## src/rtl/bblur_pkg.sv

```systemverilog
// Types and constants for the 5x5 RGB box blur.
// No dependencies.
package bblur_pkg;
	localparam int SAMPLE_W  = 8;
	localparam int PIXEL_W   = 24;
	localparam int SUM_W     = 13;
	localparam int CNT_W     = 5;
	localparam int SLOTS     = 6;
	localparam int DIV_STEPS = 13;
	localparam int REG_W     = 11;
	localparam logic [REG_W-1:0] WIDTH_RESET  = 11'd640;
	localparam logic [REG_W-1:0] HEIGHT_RESET = 11'd480;
	localparam logic OP_PIXEL = 1'b0;
	localparam logic OP_DRAIN = 1'b1;
	localparam logic REG_WIDTH  = 1'b0;
	localparam logic REG_HEIGHT = 1'b1;

	typedef struct packed {
		logic clr;
		logic acc;
		logic load;
		logic step;
	} lane_ctl_t;
endpackage

```

## src/rtl/bblur_lane.sv

```systemverilog
// One colour lane: window sum accumulator and restoring divider.
// Depends on bblur_pkg.
module bblur_lane (
	input  logic                                 clk,
	input  bblur_pkg::lane_ctl_t                 ctl,
	input  logic [bblur_pkg::SAMPLE_W-1:0]       sample,
	input  logic [bblur_pkg::CNT_W-1:0]          divisor,
	output logic [bblur_pkg::SAMPLE_W-1:0]       quot
);
	logic [bblur_pkg::SUM_W-1:0] sum_q;
	logic [bblur_pkg::SUM_W-1:0] quo_q;
	logic [bblur_pkg::CNT_W-1:0] rem_q;
	logic [bblur_pkg::CNT_W:0]   trial;
	logic                        fits;

	assign trial = {rem_q, quo_q[bblur_pkg::SUM_W-1]};
	assign fits  = trial >= {1'b0, divisor};
	assign quot  = quo_q[bblur_pkg::SAMPLE_W-1:0];

	always_ff @(posedge clk) begin
		if (ctl.clr) begin
			sum_q <= '0;
		end else if (ctl.acc) begin
			sum_q <= sum_q + bblur_pkg::SUM_W'(sample);
		end
		if (ctl.load) begin
			rem_q <= '0;
			quo_q <= sum_q;
		end else if (ctl.step) begin
			rem_q <= fits ? bblur_pkg::CNT_W'(trial - {1'b0, divisor})
				: trial[bblur_pkg::CNT_W-1:0];
			quo_q <= {quo_q[bblur_pkg::SUM_W-2:0], fits};
		end
	end
endmodule

```

## config.mk

```make
export PLATFORM = sky130hd
export DESIGN_NAME = bblur_lane
export DESIGN_NICKNAME = d
export VERILOG_FILES = /design/src/rtl/bblur_pkg.sv /design/src/rtl/bblur_lane.sv
export SDC_FILE = /design/constraint.sdc
export NUM_CORES = 1
export LEC_CHECK = 0
export BUFFER_PORTS_ARGS = -buffer_cell sky130_fd_sc_hd__buf_2
export CORE_MARGIN = 3
export CORE_UTILIZATION = 50
export DETAILED_ROUTE_END_ITERATION = 12
export HOLD_SLACK_MARGIN = 0.02
export PLACE_DENSITY = 0.78
export RECOVER_POWER = 100
export SKIP_LAST_GASP = 1
export SLEW_MARGIN = 10
export SYNTH_ARGS = -nofsm -noshare
export SYNTH_HDL_FRONTEND = slang
export SYNTH_SLANG_ARGS = --single-unit
```

## constraint.sdc

```tcl
create_clock -name clk -period 3.8 [get_ports clk]
set_clock_uncertainty 0.15 [all_clocks]
set_input_delay 0.76 -clock clk [delete_from_list [all_inputs] [get_ports clk]]
set_output_delay 0.76 -clock clk [all_outputs]
set_load 0.005 [all_outputs]
```

==> qor.yml, run 1 <==
clock_tree:
  numClockSinks: 31
  cts_buffers: 5
  cts_tree: "built"
  post_cts_buffers: 0
  clock_latency_ps: 270
  hold_buffers: 0
  cts_resized: 0
  htreeDepth: 2
  ctsRootBufferMaster: "clkbuf_8"
  clockBufferDepth: 2
  clk_pin_slew_ps: 60
die:
  ioPinCount: 26
  die_area_mm2: 0.00503
  core_area_mm2: 0.00385
  chipHeight_um: 70.9
  fp-row-count: 22
  die_w_um: 70.9
  initial_core_util_pct: 54.6
setup_path:
  path_class: "primary input to flip-flop"
  worstReg2RegStart: "quo_q[12]$_DFFE_PP_"
  critPathArrivalTime_ps: 2530
  worst_ep_required_time_ps: 3820
  timing.rr.end: "rem_q[3]$_SDFFE_PP0P_"
  cp_max_fo: 5
  rr_worst_depth: 8
  crit_start: "divisor[0]"
  r2r_setup_slack_ps: 1420
  start_kind: "primary input"
  crit_end: "rem_q[3]$_SDFFE_PP0P_"
  crit_path_end_kind: "flip-flop"
power_and_ir_drop:
  power.total_w: 0.00106
  comb_power_share_pct: 27.3
  powerDensity_mw_per_mm2: 462
  clock_power_share_pct: 29.2
  power.switching_w: 0.000326
  power_leakage_nw: 0.935
  power_frac_seq_pct: 43.5
  p_sw_share_pct: 30.7
  internal_power_w: 0.000735
  vdd.ir_drop.worst_mv: 0.350
route:
  first_pass_iters: 7
  routed_wl_um: 4240
  ant_nets: 0
  route.detailed.drc: 0
  vias: 1737
  wl_per_cell_um: 14.8
  drtIter0Drc: 129
  routed_via_density: 6.05
sta:
  worst_pin_slew_ps: 852
  fmax_mhz: 400
  relSlewSlack_pct: 43.2
  fin_worst_hold_slack_ps: 337
  period_minus_slack_ps: 2500
  fin_crit_sh_pct: 65.9
  finalMaxSlewViolations: 0
  rsz0062_at_grt: "false"
  finalSetupViolations: 0
  setup_tns_ps: 0
  timing.final.hold_violations: 0
cells_and_area:
  diodes: 0
  fillers: 343
  drive_gt1_share_pct: 18.0
  area_growth_pct: 9.03
  multi_input_area_mm2: 0.00119
  seq_area_um2: 751
  fin_cells: 287
  num-nets-final: 271
global_routing:
  grt_usage_pct: 18.1
  grt_max_degree: 30
  grt_pass1_vias: 1564
  grt_overflow: 0
  antenna_found_initial: 0
  grt_pass1_wl_um: 7330
synthesis:
  synth_edf_count: 13
  async_flop_share_pct: 0
  ys_seq_area_share_pct: 35.7
  synth_common_cells: "dfxtp_1, inv_1"
  synth_ff_type: "dfxtp_1"
  synth_top_area_cell: "edfxtp_1"
  syn_avg_cell_area_um2: 9.40
  yosysWarnings: 0
  synth_nets: 257
  netlist.area_leader.share_pct: 18.5
  synthTopCellsByArea: "edfxtp_1, dfxtp_1, ha_1"
  syn_area_mm2: 0.00211
  yosysUniqueCellTypes: 52
  yosysMostFrequentCell: "dfxtp_1"
  synth_cells: 224
  ys_seq_elements: 31
min_path:
  min_path_type: "flip-flop to flip-flop"
  whs_path_depth: 2
placed_design:
  post-dp-hpwl_um: 3130
  io_buffers: 25
  gp_congestion: 0.885
  dp_cells: 279
run:
  drv_cap: 0
status:
  outcome: "finished, final reports clean"
==> how the worst min path moves through the flow <==
| stage | start | endpoint | slack (ps) |
|---|---|---|---|
| 3_3_place_gp | rem_q[4]$_SDFFE_PP0P_ | rem_q[4]$_SDFFE_PP0P_ | 330 |
| 3_5_place_dp | rem_q[4]$_SDFFE_PP0P_ | rem_q[4]$_SDFFE_PP0P_ | 330 |
| 6_report | rem_q[4]$_SDFFE_PP0P_ | rem_q[4]$_SDFFE_PP0P_ | 340 |
| 5_1_grt | rem_q[4]$_SDFFE_PP0P_ | rem_q[4]$_SDFFE_PP0P_ | 370 |
| 4_1_cts | rem_q[4]$_SDFFE_PP0P_ | rem_q[4]$_SDFFE_PP0P_ | 340 |
| 2_1_floorplan | rem_q[4]$_SDFFE_PP0P_ | rem_q[4]$_SDFFE_PP0P_ | 300 |
==> power groups by stage <==
stage,Clock [W],Combinational [W],Sequential [W]
floorplan,0,0.000248,0.000444
global placement,0,0.000281,0.000467
detailed placement,0,0.000286,0.000469
CTS,0.000320,0.000288,0.000462
global route,0.000338,0.000327,0.000470
finish,0.000310,0.000289,0.000462
==> logic make-up (layout without fill, tap and decap cells) <==
logic type                 Yosys count  after routing  share of synthesized area [%]
and+or+nand+nor                     68             68                           18.2
DFF                                 31             31                           35.7
muxes                               15             15                           7.84
xor gates and xnor gates             3              3                           1.25
adders and majority gates           15             15                           9.63
AOI/OAI and AO/OA                   58             58                           19.8
buffers and inverters               34             49                           7.60
==> per-stage QoR <==
step                      setup WS [ps]  area (um^2)  utilization [%]
after global routing               1210         2300             59.6
after detailed placement           1020         2190             56.9
after global placement             1060         2190             56.9
after floorplan                    1190         2110                -
after CTS                          1320         2300             59.6
final                              1300         2300             59.6
==> cell usage in the layout, fill, tap and decap left out, types with 4 or more instances in the layout <==
| master | netlist | final |
|---|---|---|
| buf_2 | 1 | 23 |
| ha_1 | 13 | 13 |
| nand2_1 | 13 | 13 |
| nor2_1 | 9 | 9 |
| nand3_1 | 11 | 11 |
| dfxtp_1 | 18 | 18 |
| o21ai_0 | 8 | 8 |
| nor4b_1 | 7 | 7 |
| nand4_1 | 5 | 5 |
| mux2_2 | 12 | 11 |
| a311oi_1 | 6 | 6 |
| inv_1 | 14 | 14 |
| nor3b_1 | 4 | 4 |
| a31oi_1 | 4 | 4 |
| nor3_1 | 4 | 4 |
| clkbuf_8 | 0 | 5 |
| a21oi_1 | 13 | 13 |
| edfxtp_1 | 13 | 13 |
==> critical path, cell delays in order <==
cell and delay, ps:
buf_2 80, ha_1 150, inv_1 50, fa_1 420, a211o_2 330, o211a_1 180
or3_1 360, a31o_1 200
==> routing by layer <==
layer,wire (um),global-route usage (%)
met1,2100,25.9
met2,1920,27.2
met3,177,4.26
met4,38,5.22
met5,0,0
==> state kept, by name, summed over array words and instances, names as in the netlist <==
name	count
quo_q	13
rem_q	5
sum_q	13
==> layout make-up <==
class                      count  area share, %
multi-input combinational    159           52.0
tap                           48           2.62
sequential                    31           32.7
inverter                      16           2.62
timing repair buffer          25           5.34
clock inverter                 3           1.69
clock buffer                   5           3.00
Power figures use the tool's default switching activity.
==> inputs of run 2 (changes only) <==
--- a/config.mk
+++ b/config.mk
@@ -5,12 +5,13 @@
 export SDC_FILE = /design/constraint.sdc
 export NUM_CORES = 1
 export LEC_CHECK = 0
+export ABC_AREA = 1
 export BUFFER_PORTS_ARGS = -buffer_cell sky130_fd_sc_hd__buf_2
 export CORE_MARGIN = 3
 export CORE_UTILIZATION = 50
 export DETAILED_ROUTE_END_ITERATION = 12
 export HOLD_SLACK_MARGIN = 0.02
-export PLACE_DENSITY = 0.78
+export PLACE_DENSITY = 0.79
 export RECOVER_POWER = 100
 export SKIP_LAST_GASP = 1
 export SLEW_MARGIN = 10
==> constraint.sdc (replaced) <==
create_clock -name clk -period 2.45 [get_ports clk]
set_clock_uncertainty 0.15 [all_clocks]
set_input_delay 0.49 -clock clk [delete_from_list [all_inputs] [get_ports clk]]
set_output_delay 0.49 -clock clk [all_outputs]
set_load 0.005 [all_outputs]
==> run 2 against run 1 <==
  * Sequential power rose by 41%
  * Die area fell by 5.1%
  * Critical path depth rose by 3
  * Clock power grew 33%
  * Synthesized cell count increased by 19%
  * Wire length is 5.9% lower
  * Flip-flop and latch count stayed put
  * Clock-buffer cell count grew 2
  * Global-route usage is 0.50 points lower
  * Sequential share of layout area increased by 2.2 points
  * Via count shrank 4.7%
  * Critical path type is now flip-flop to flip-flop
==> qor.yml, run 2 <==
cells_and_area:
  drive_gt1_share_pct: 11.1  # was 18.0%
  diodes: 0  # unchanged
  final_cell_mix: "nand2_1, inv_1, nand3_1"  # was buf_2, dfxtp_1, inv_1
  post-route-util_pct: 57.4  # was 59.6%
  multi_input_area_um2: 980  # was 0.00119 mm^2
  layout_commonest_cell: "nand2_1"  # was buf_2
  area_growth_pct: 8.12  # was 9.03%
  fillers: 359  # was 343
  seq_area_um2: 751  # unchanged
  top_regs: "quo_q (13), sum_q (13), rem_q (5)"  # unchanged
  design_area_mm2: 0.00215  # was 0.00230 mm^2
  num-nets-final: 319  # was 271
die:
  die_w_um: 69.1  # was 70.9 um
  initial_core_util_pct: 53.1  # was 54.6%
  core_area_mm2: 0.00374  # was 0.00385 mm^2
  chipHeight_um: 69.1  # was 70.9 um
  die_area_mm2: 0.00477  # was 0.00503 mm^2
  fp-row-count: 22  # unchanged
  ioPinCount: 26  # unchanged
synthesis:
  synth_compound_area_share_pct: 11.0  # was 19.8%
  yosysWarnings: 0  # unchanged
  synth_nets: 299  # was 257
  synthSimpleGateAreaFrac_pct: 27.6  # was 18.2%
  synth-xor-area-share_pct: 1.32  # was 1.25%
  synth_edf_count: 13  # unchanged
  ys_seq_area_share_pct: 37.8  # was 35.7%
  muxShareOfSynthArea_pct: 0  # was 7.84%
  syn_area_mm2: 0.00199  # was 0.00211 mm^2
  synth_common_cells: "nand2_1, inv_1, nand3_1"  # was dfxtp_1, inv_1
  ys_seq_elements: 31  # unchanged
  netlist.area_leader.share_pct: 19.6  # was 18.5%
  yosysMostFrequentCell: "nand2_1"  # was dfxtp_1
  synth_top_family_by_area: "simple AND/OR/NAND/NOR gates"  # was compound AO/OA/AOI/OAI gates
  synthTopCellsByArea: "edfxtp_1, dfxtp_1, nand2_1"  # was edfxtp_1, dfxtp_1, ha_1
  syn_avg_cell_area_um2: 7.47  # was 9.40 um^2
  synth_ff_type: "dfxtp_1"  # unchanged
  yosys.area_share.adder_pct: 10.2  # was 9.63%
  synth_cells: 266  # was 224
  synth_top_area_cell: "edfxtp_1"  # unchanged
  yosysUniqueCellTypes: 31  # was 52
  async_flop_share_pct: 0  # unchanged
power_and_ir_drop:
  internal_power_w: 0.00101  # was 0.000735 W
  clock_power_share_pct: 27.6  # was 29.2%
  power_leakage_nw: 1.06  # was 0.935 nW
  comb_power_share_pct: 28.8  # was 27.3%
  powerDensity_mw_per_mm2: 696  # was 462 mW/mm^2
  power.switching_w: 0.000488  # was 0.000326 W
  p_sw_share_pct: 32.7  # was 30.7%
  vdd.ir_drop.worst_mv: 0.267  # was 0.350 mV
  power_frac_seq_pct: 43.6  # was 43.5%
sta:
  fmax_mhz: 495
  rsz0062_at_grt: "false"  # unchanged
  fin_crit_sh_pct: 82.5
  setup_ws_ps: 430  # was 1300 ps
  worst_pin_slew_ps: 629  # was 852 ps
  finalMaxSlewViolations: 0  # unchanged
  period_minus_slack_ps: 2020
  setup_tns_ps: 0  # unchanged
  finalSetupViolations: 0  # unchanged
  relSlewSlack_pct: 58.0  # was 43.2%
  fin_worst_hold_slack_ps: 308  # was 337 ps
  timing.final.hold_violations: 0  # unchanged
clock_tree:
  cts_buffers: 5  # unchanged
  ctsRootBufferMaster: "clkbuf_8"  # unchanged
  post_cts_buffers: 0  # unchanged
  cts_resized: 0  # unchanged
  numClockSinks: 31  # unchanged
  clock_latency_ps: 280  # was 270 ps
  cts_tree: "built"  # unchanged
  hold_buffers: 0  # unchanged
  clockBufferDepth: 2  # unchanged
  clk_pin_slew_ps: 60  # about the same
  htreeDepth: 2  # unchanged
setup_path:
  cpMaxStageDelayCell: "fa_1"  # unchanged
  worst_ep_required_time_ps: 2520  # was 3820 ps
  cp_max_fo: 8  # was 5
  crit_path_end_kind: "flip-flop"  # unchanged
  crit_top_cell: "nand2_1"
  path_cells: "inv_1 > ha_1 > inv_1 > fa_1 > nand3_1 > nand2_1 > nand2_1 > nand2_1 > nand3b_1 > nand3_1 > nand2_1"  # was buf_2 > ha_1 > inv_1 > fa_1 > a211o_2 > o211a_1 > or3_1 > a31o_1
  path_class: "flip-flop to flip-flop"  # was primary input to flip-flop
  critPathArrivalTime_ps: 2090  # was 2530 ps
  cp_slowest_stage_delay_ps: 400  # was 420 ps
  start_kind: "flip-flop"  # was primary input
  worstReg2RegStart: "quo_q[12]$_DFFE_PP_"  # unchanged
  crit_start: "quo_q[12]$_DFFE_PP_"  # was divisor[0]
placed_design:
  post-dp-hpwl_um: 3090  # was 3130 um
  gp_congestion: 0.935  # was 0.885
  place_area_mm2: 0.00208  # was 0.00219 mm^2
  io_buffers: 25  # unchanged
  dp_slack_ps: 345  # was 1020 ps
route:
  drtIter0Drc: 132  # was 129
  routed_via_density: 4.94  # was 6.05
  ant_nets: 0  # unchanged
  vias: 1656  # was 1737
  first_pass_iters: 4  # was 7
  routed_wl_um: 3990  # was 4240 um
  route.detailed.drc: 0  # unchanged
  wl_per_cell_um: 11.9  # was 14.8 um
min_path:
  hold_start: "rem_q[4]$_SDFFE_PP0P_"  # unchanged
  min_path_type: "flip-flop to flip-flop"  # unchanged
run:
  drv_cap: 0  # unchanged
status:
  outcome: "finished, final reports clean"  # unchanged
global_routing:
  grt_max_degree: 23  # was 30
  antenna_found_initial: 0  # unchanged
  grt_usage_pct: 17.6  # was 18.1%
  grt_overflow: 0  # unchanged
  grt_pass1_wl_um: 6850  # was 7330 um
  grt_pass1_vias: 1517  # was 1564
## run 2: changes by cell type in the layout (fill, tap and decap cells not counted), moves of 4 or more
cell / before / now
nand4_1: 5 / 1
nor3_1: 4 / 0
a21oi_1: 13 / 18
buf_2: 23 / 19
nor2_1: 9 / 21
mux2_2: 11 / 0
nor4b_1: 7 / 0
a311oi_1: 6 / 0
nand2_1: 13 / 67
o21ai_0: 8 / 15
inv_1: 14 / 38
clkbuf_1: 2 / 6
nor3b_1: 4 / 0
nand3_1: 11 / 31
## run 2: kinds of logic after synthesis
group	after synthesis
XOR/XNOR	3
AO/OA/AOI/OAI	40
buffers and inverters	52
AND/OR/NAND/NOR	125
flip-flops	31
adder cells (fa/ha/maj)	15
## run 2: stage by stage
| stage | instances | total power (W) |
|---|---|---|
| floorplan | 266 | 0.00102 |
| global placement | 327 | 0.00109 |
| detailed placement | 327 | 0.00110 |
| CTS | 335 | 0.00152 |
| global route | 335 | 0.00160 |
| finish | 335 | 0.00150 |
## run 2: layer usage
| metal | track usage, % | vias to the layer above | part of all wire (%) |
|---|---|---|---|
| met5 | 0 | - | 0 |
| met1 | 23.4 | 720 | 47 |
| met4 | 5.21 | 0 | 1.2 |
| li1 | - | 899 | - |
| met2 | 28.1 | 33 | 46 |
| met3 | 4.52 | 4 | 5.4 |
## run 2: worst max-delay path, delay by kind of cell (launching register included)
kind                     cells  cell delay [ps]
adder cells (fa/ha/maj)      2              540
buffers and inverters        2              150
flip-flops                   1              370
AND/OR/NAND/NOR              7              770
## run 2: cell type report
class,count,share of cell area [%]
sequential,31,34.9
timing repair buffer,25,5.47
clock inverter,1,0.233
clock buffer,7,4.02
tap,48,2.79
multi-input combinational,183,45.6
inverter,40,6.98
## run 2: final timing paths
check,slack [ps],cells after the start,to
max,430,11,rem_q[3]$_SDFFE_PP0P_
min,310,2,rem_q[4]$_SDFFE_PP0P_
max reg2reg,430,11,rem_q[3]$_SDFFE_PP0P_
min reg2reg,310,2,rem_q[4]$_SDFFE_PP0P_
## run 2: power groups by stage
stage / combinational (W) / sequential (W) / clock, W
4_1_cts: 0.000445 / 0.000652 / 0.000419
3_5_place_dp: 0.000441 / 0.000663 / 0
2_1_floorplan: 0.000368 / 0.000650 / 0
3_3_place_gp: 0.000434 / 0.000658 / 0
6_report: 0.000431 / 0.000652 / 0.000412
5_1_grt: 0.000498 / 0.000660 / 0.000446
